--- src/rtl/soa_pkg.sv ---
// Package for the sphere overlap scan table.
// Holds the field widths, codes and shared types. Depends on nothing.
package soa_pkg;

  localparam int unsigned MaxSpheresDefault = 64;
  localparam int unsigned CoordW  = 24;
  localparam int unsigned RadW    = 23;
  localparam int unsigned IdxW    = 6;
  localparam int unsigned StatusW = 2;

  typedef enum logic {
    FUNC_ADD   = 1'b0,
    FUNC_QUERY = 1'b1
  } func_e;

  typedef enum logic [StatusW-1:0] {
    STATUS_OK      = 2'd0,
    STATUS_NOMATCH = 2'd1,
    STATUS_FULL    = 2'd2
  } status_e;

  typedef struct packed {
    logic signed [CoordW-1:0] x;
    logic signed [CoordW-1:0] y;
    logic signed [CoordW-1:0] z;
    logic [RadW-1:0]          r;
  } sphere_t;

  typedef struct packed {
    logic            vld;
    logic            elig;
    logic            fin;
    logic [IdxW-1:0] idx;
  } scan_tag_t;

endpackage

--- src/rtl/soa_cell.sv ---
// One storage cell of the sphere ring: holds one table entry.
// Depends on soa_pkg for the sphere type.
module soa_cell (
  input  logic             clk_i,
  input  logic             shift_i,
  input  logic             wr_i,
  input  soa_pkg::sphere_t wr_data_i,
  input  soa_pkg::sphere_t nbr_i,
  output soa_pkg::sphere_t data_o
);
  import soa_pkg::*;

  sphere_t data_q;

  always_ff @(posedge clk_i) begin
    if (wr_i) begin
      data_q <= wr_data_i;
    end else if (shift_i) begin
      data_q <= nbr_i;
    end
  end

  assign data_o = data_q;

endmodule

--- config.mk ---
export PLATFORM = sky130hd
export DESIGN_NAME = soa_cell
export DESIGN_NICKNAME = d
export VERILOG_FILES = /design/src/rtl/soa_pkg.sv /design/src/rtl/soa_cell.sv
export SDC_FILE = /design/constraint.sdc
export NUM_CORES = 1
export LEC_CHECK = 0
export ABC_AREA = 1
export BUFFER_PORTS_ARGS = -buffer_cell sky130_fd_sc_hd__buf_2
export CORE_MARGIN = 10
export CORE_UTILIZATION = 27
export DETAILED_ROUTE_END_ITERATION = 10
export PLACE_DENSITY = 0.55
export SETUP_SLACK_MARGIN = 0.05
export SLEW_MARGIN = 5
export SYNTH_ARGS = -nofsm -noshare
export SYNTH_HDL_FRONTEND = slang
export SYNTH_SLANG_ARGS = --single-unit
--- constraint.sdc ---
create_clock -name clk_i -period 4.35 [get_ports clk_i]
set_clock_uncertainty 0.15 [all_clocks]
set_input_delay 0.435 -clock clk_i [delete_from_list [all_inputs] [get_ports clk_i]]
set_output_delay 0.435 -clock clk_i [all_outputs]
set_load 0.005 [all_outputs]
After elaboration in Yosys (flattened, before gate mapping). Index checks and enable logic that the tools add are counted.

Bits in registers: 95. Input port bits: 193. Output and inout port bits: 95. Logic and storage cells: 7.

Mux-type cells: 2. Reductions and logical operators: 1.

Operator list (count): $mux 95 (2); $reduce_bool 2->1 (1).

Logic depth before layout (Yosys ltp). Gate-level depths: netlist of run 1.

Word-level depth: 2. Depth in mapped cells: 6. Mapped depth without buffers: 3.

Worst setup path after synthesis of run 1. No wires, ideal clock.

Path type: input to register. Start point: input wr_i. End point: register data_q, in the netlist data_o[0], enable pin. Setup time: 0.413 ns. Arrival time: 1.867 ns. Data required time: 3.787 ns. Setup slack: 1.920 ns. Stages on the path: 3. Buffers on the path: 2. Cell sequence: buf_4 buf_6 or2_2.

Cells in the longest elaborated chain, start to end: 1.

Ends and longest elaborated chain: start, declared (RTL line soa_cell.sv:6) `input logic wr_i,`; $reduce_bool 2->1 (no source line); end signal, assigned (RTL line soa_cell.sv:17) `data_q <= wr_data_i;`; end signal, assigned (RTL line soa_cell.sv:19) `data_q <= nbr_i;`; end, declared (RTL line soa_cell.sv:13) `sphere_t data_q;`.

No other way between the ends. A chain may end at the register's enable or synchronous reset.

Worst setup path after layout of run 1.
Start point: input wr_i. End point: register data_q, in the netlist data_o[61], data pin.

Cells in the longest elaborated chain, start to end: 1.

Ends and longest elaborated chain: $mux 95 (RTL line soa_cell.sv:16) `if (wr_i) begin`.

No other way between the ends.

==> results of run 1 <==
-- logic make-up (layout without fill, tap and decap cells) --
| group | after synthesis | in the layout |
|---|---|---|
| simple gates | 286 | 286 |
| flops | 95 | 95 |
| buf+inv | 22 | 307 |
-- report_power, final --
group          switching, mW  internal [mW]
registers             0.0254           1.12
clock network          0.340          0.499
logic                  0.172          0.157
total                  0.538           1.78
-- metrics by stage --
stage	utilization, %	hold slack [ps]	worst slack (ps)
floorplan	-	464	1920
global placement	38.4	547	1950
detailed placement	38.4	550	1910
CTS	40.5	183	2280
global route	40.5	191	2100
finish	40.5	199	2300
-- layout make-up --
type,instances,share of cell area [%]
tap,184,3.87
sequential,95,47.9
clock buffer,9,3.78
clock inverter,7,1.47
multi-input combinational,286,18.1
inverter,1,0.0631
timing repair buffer,290,24.8
-- routing by layer --
metal / part of all wire (%) / global-route usage, %
met5: 0 / 0
met4: 1.8 / 5.65
met3: 13 / 6.77
met2: 48 / 22.1
met1: 37 / 13.9
-- synth_stat cells --
| master | count | area share [%] |
|---|---|---|
| buf_2 | 13 | 1.6 |
| nand2_1 | 285 | 26 |
| buf_4 | 1 | 0.18 |
| edfxtp_1 | 95 | 70 |
| or2_2 | 1 | 0.15 |
| inv_2 | 1 | 0.092 |
| buf_6 | 7 | 1.9 |
-- tightest hold or removal path, delay by kind of cell --
family | cells | cell delay, ps
and+or+nand+nor | 2 | 80
buffers and inverters | 1 | 70
-- final timing paths --
| path | from | endpoint | slack, ps |
|---|---|---|---|
| setup / recovery | wr_i | data_o[61]$_DFFE_PP_ | 2300 |
| hold / removal | nbr_i[36] | data_o[36]$_DFFE_PP_ | 200 |
==> out/metrics.yaml, run 1 <==
syn2layout_area_growth_pct: 45.7
critPathKind: "primary input to flip-flop"
drtAntennaViolNets: 0
peakVddDrop_uv: 224
path_max_fanout: 55
yosysUniqueCellTypes: 7
ys_seq_area_share_pct: 69.9
placed_cells: 856
min_path_cells: 3
core_area_um2: 14700
cts_setup_buffers: 0
vias: 3712
path_cells: "buf_4, inv_2, buf_4, nand2_1, nand2_1"
drtIter0Drc: 157
htree_levels: 3
clock.fmax_mhz: 487
cts.repair.resized: 0
drc_errors: 0
synthCells: 403
cts_sinks: 95
p_total_mw: 2.32
die_h_um: 143
slowest_delay_ps: 700
fill_cells: 1479
yosysWarnings: 0
cp.depth: 5
ctsHoldBuffers: 0
synthMuxAreaShare_pct: 0
die_x_um: 143
wl_per_cell_um: 16.2
drive_gt1_share_pct: 44.5
crit_required_ps: 4410
grt_pass1_vias: 3970
stdcell_count: 872
synth_compound_area_share_pct: 0
layout_common_cells: "buf_2 (286), nand2_1 (285), edfxtp_1 (95)"
synth_xor_area_share_pct: 0
largest_reg_flops: 95
crit_path_start_kind: "primary input"
synth_fa_ha_area_share_pct: 0
cts-buffers-inserted: 9
num_rows: 44
cts_buffer_depth: 2
fin_crit_sh_pct: 47.2
avgSynthCellArea_um2: 10.1
multiInputGateArea_um2: 1080
cts_root_buf: "clkbuf_16"
cp.buffers_inverters: 3
vias_per_cell: 4.26
grt_first_pass_wirelength_mm: 20.9
power_leakage_nw: 3.13
boundaryPins: 288
numPortBuffers: 287
grt_overflow_total: 0
start_util_pct: 27.8
place.detailed.hpwl_mm: 11.2
synth_top_family_by_area: "simple AND/OR/NAND/NOR gates"
finalHoldViolations: 0
timing.setup.tns_ps: 0
post-route-cell-area_um2: 5950
antenna_found_initial: 0
maxCapViolCount: 0
gp_congestion: 0.772
nets: 876
clk_pin_slew_ps: 70
slew_headroom_pct: 41.1
track_usage_pct: 13.3
slowest_stage: "inv_2"
ys_ff_latch: 95
drv_slew: 0
syn_area_um2: 4080
cts_tree: "done"
report.final.setup_viol: 0
totalWireLength_mm: 14.2
period_minus_slack_ps: 2050
die_area_um2: 20400
path_delay_family: "buffers and inverters"
synth_nets: 596
arrival_ps: 2110
min_path_type: "primary input to flip-flop"
first_pass_iters: 4
worstMarginPinSlew_ps: 882
layout_commonest_cell: "buf_2"
diodes: 0
powerDensity_nw_per_um2: 389
rsz0062_at_grt: "false"
status: "completed"
grt_max_degree: 58
cp-end-kind: "flip-flop"
synthSimpleGateAreaFrac_pct: 26.3
dpl_cell_area_um2: 5640
final-seq-area_um2: 2850
No activity file was read; power rests on OpenSTA's default activity.
==> run 2: changes to the inputs <==
==> constraint.sdc (replaced) <==
create_clock -name clk_i -period 1.91 [get_ports clk_i]
set_clock_uncertainty 0.15 [all_clocks]
set_input_delay 0.191 -clock clk_i [delete_from_list [all_inputs] [get_ports clk_i]]
set_output_delay 0.191 -clock clk_i [all_outputs]
set_load 0.005 [all_outputs]
==> run 2 against run 1 <==
Against the previous run: the run now fails in 4_1_cts; synthesized cell count is the same; synthesized area is the same.
==> out/metrics.yaml, run 2 <==
status: "aborted with a tool error"
haltStage: "4_1_cts"
error: "[ERROR RSZ-0060] Max buffer count reached."
synth_fa_ha_area_share_pct: 0
synthMuxAreaShare_pct: 0
die_h_um: 143
syn_area_um2: 4080
htree_levels: 3
synthFlopType: "edfxtp_1"
cts_root_buf: "clkbuf_16"
cts-buffers-inserted: 9
cts_buffer_depth: 2
die_x_um: 143
ys_ff_latch: 95
yosysTopAreaCell: "edfxtp_1"
dp_slack_ps: 596
start_util_pct: 27.8
num_rows: 44
yosysUniqueCellTypes: 7
synth_xor_area_share_pct: 0
gp_congestion: 0.761
cts.repair.resized: 0
yosysMostFrequentCell: "nand2_1"
synth_compound_area_share_pct: 0
cts_sinks: 95
dpl_cell_area_um2: 5700
avgSynthCellArea_um2: 10.1
synth_top_family_by_area: "simple AND/OR/NAND/NOR gates"
cts_setup_buffers: 0
yosysWarnings: 0
place.detailed.hpwl_mm: 11.0
ys_async_sr_fraction_pct: 0
synthSimpleGateAreaFrac_pct: 26.3
synth_common_cells: "nand2_1 (285), edfxtp_1 (95), buf_2 (13)"
synth_edf_count: 95
synthCells: 403
synth_top_area_share_pct: 69.9
ctsHoldBuffers: 176
synth_nets: 596
synth.area.top_cells: "edfxtp_1 (70%), nand2_1 (26%), buf_6 (1.9%)"
numPortBuffers: 287
ys_seq_area_share_pct: 69.9
boundaryPins: 288
run 2: cell counts after synthesis:
No cell type changed its count.
run 2: cells by family after synthesis:
| kind of cell | Yosys count |
|---|---|
| buffers and inverters | 22 |
| and+or+nand+nor | 286 |
| DFF | 95 |
run 2: metrics by stage:
step                      cells  hold slack, ps
after floorplan             403             220
after global placement      858             303
after detailed placement    858             310
==> run 3: changes to the inputs <==
--- a/config.mk
+++ b/config.mk
@@ -8,10 +8,9 @@
 export ABC_AREA = 1
 export BUFFER_PORTS_ARGS = -buffer_cell sky130_fd_sc_hd__buf_2
 export CORE_MARGIN = 10
-export CORE_UTILIZATION = 27
+export CORE_UTILIZATION = 20
 export DETAILED_ROUTE_END_ITERATION = 10
-export PLACE_DENSITY = 0.55
-export SETUP_SLACK_MARGIN = 0.05
+export PLACE_DENSITY_LB_ADDON = 0.15
 export SLEW_MARGIN = 5
 export SYNTH_ARGS = -nofsm -noshare
 export SYNTH_HDL_FRONTEND = slang
==> run 3 against run 2 <==
Against the previous run: the run now ends clean.
==> out/metrics.yaml, run 3 (synthesis results as in run 1) <==
drtAntennaViolNets: 0
cts.repair.resized: 0
grt_busiest_layer: "met2"
layout_common_cells: "buf_2 (286), nand2_1 (285), dlygate4sd3_1 (188)"
cp.buffers_inverters: 3
largest_reg_flops: 95
arrival_ps: 1520
grt_first_pass_wirelength_mm: 25.2
cts_sinks: 95
antenna_found_initial: 0
peakVddDrop_uv: 338
grtUsageMet1_pct: 12.8
track_usage_pct: 12.0
drive_gt1_share_pct: 35.2
totalWireLength_mm: 16.0
cts_tree: "done"
wl_per_cell_um: 14.0
crit_path_start_kind: "primary input"
cts-buffers-inserted: 9
drv_slew: 0
slew_headroom_pct: 65.7
slowest_delay_ps: 560
path_cells: "dlygate4sd3_1, buf_2, nand2_1, nand2_1, dlygate4sd3_1"
gp_congestion: 0.754
cts_buffer_depth: 2
power_leakage_nw: 3.95
post-route-cell-area_um2: 7940
final-seq-area_um2: 2850
drtIter0Drc: 238
stdcell_count: 1150
cts_root_buf: "clkbuf_16"
p_total_mw: 5.44
cp-end-kind: "flip-flop"
boundaryPins: 288
final_core_util_pct: 39.4
first_pass_iters: 4
placed_cells: 945
fill_cells: 2052
htree_levels: 3
syn2layout_area_growth_pct: 94.4
slowest_stage: "dlygate4sd3_1"
rsz0062_at_grt: "false"
layout_commonest_cell: "buf_2"
worstMarginPinSlew_ps: 514
start_util_pct: 20.2
timing.setup.tns_ps: 0
grt_overflow_total: 0
period_minus_slack_ps: 1590
num_rows: 52
fin_crit_sh_pct: 83.2
vias: 4430
met2_usage_pct: 19.9
nets: 1067
grt.met3_usage_pct: 6.47
min_path_type: "primary input to flip-flop"
clk_pin_slew_ps: 60
grt_max_degree: 50
clock.fmax_mhz: 630
die_area_um2: 26500
report.final.setup_viol: 0
maxCapViolCount: 0
crit_required_ps: 1840
numPortBuffers: 287
critPathKind: "primary input to flip-flop"
drc_errors: 0
dpl_cell_area_um2: 5780
grt_pass1_vias: 4925
path_max_fanout: 1
powerDensity_nw_per_um2: 686
die_x_um: 163
multiInputGateArea_um2: 1080
die_h_um: 163
core_area_um2: 20200
vias_per_cell: 3.85
finalHoldViolations: 0
status: "completed"
place.detailed.hpwl_mm: 12.1
path_delay_family: "buffers and inverters"
==> run 3: final cells by class <==
cell class                 instances  area share, %
inverter                           1         0.0473
antenna                            1         0.0315
timing repair buffer             481           42.7
sequential                        95           35.9
clock buffer                      10           2.88
tap                              270           4.26
clock inverter                     6          0.552
multi-input combinational        286           13.6
==> run 3: what timing repair did <==
item	in CTS	in global routing
setup buffers	0	0
setup endpoints to repair	0	0
hold buffers	188	0
endpoints found under the hold margin	95	0
==> run 3: stage by stage <==
step	hold WS [ps]	setup slack (ps)
finish	12.6	322
global route	5.94	256
CTS	2.61	347
detailed placement	308	492
global placement	305	536
floorplan	220	195
==> run 3: per-layer routing <==
layer  part of all wire [%]  vias to the layer above  wire length [um]
li1                       -                     2233                 -
met1                     38                     1994              6090
met2                     48                      190              7740
met3                     12                       13              1980
met4                    1.5                        0               240
met5                      0                        -                 0
==> run 3: power breakdown <==
group | internal, mW | leakage, nW | switching (mW) | total (mW)
clock network | 0.891 | 0.135 | 0.799 | 1.69
registers | 2.56 | 0.978 | 0.0552 | 2.61
logic | 0.677 | 2.84 | 0.465 | 1.14
==> run 3: path summary, 6_finish.rpt <==
path                 startpoint  slack, ps                   end  cells after the start
hold / removal    wr_data_i[93]         10  data_o[93]$_DFFE_PP_                      3
setup / recovery      nbr_i[76]        320  data_o[76]$_DFFE_PP_                      5
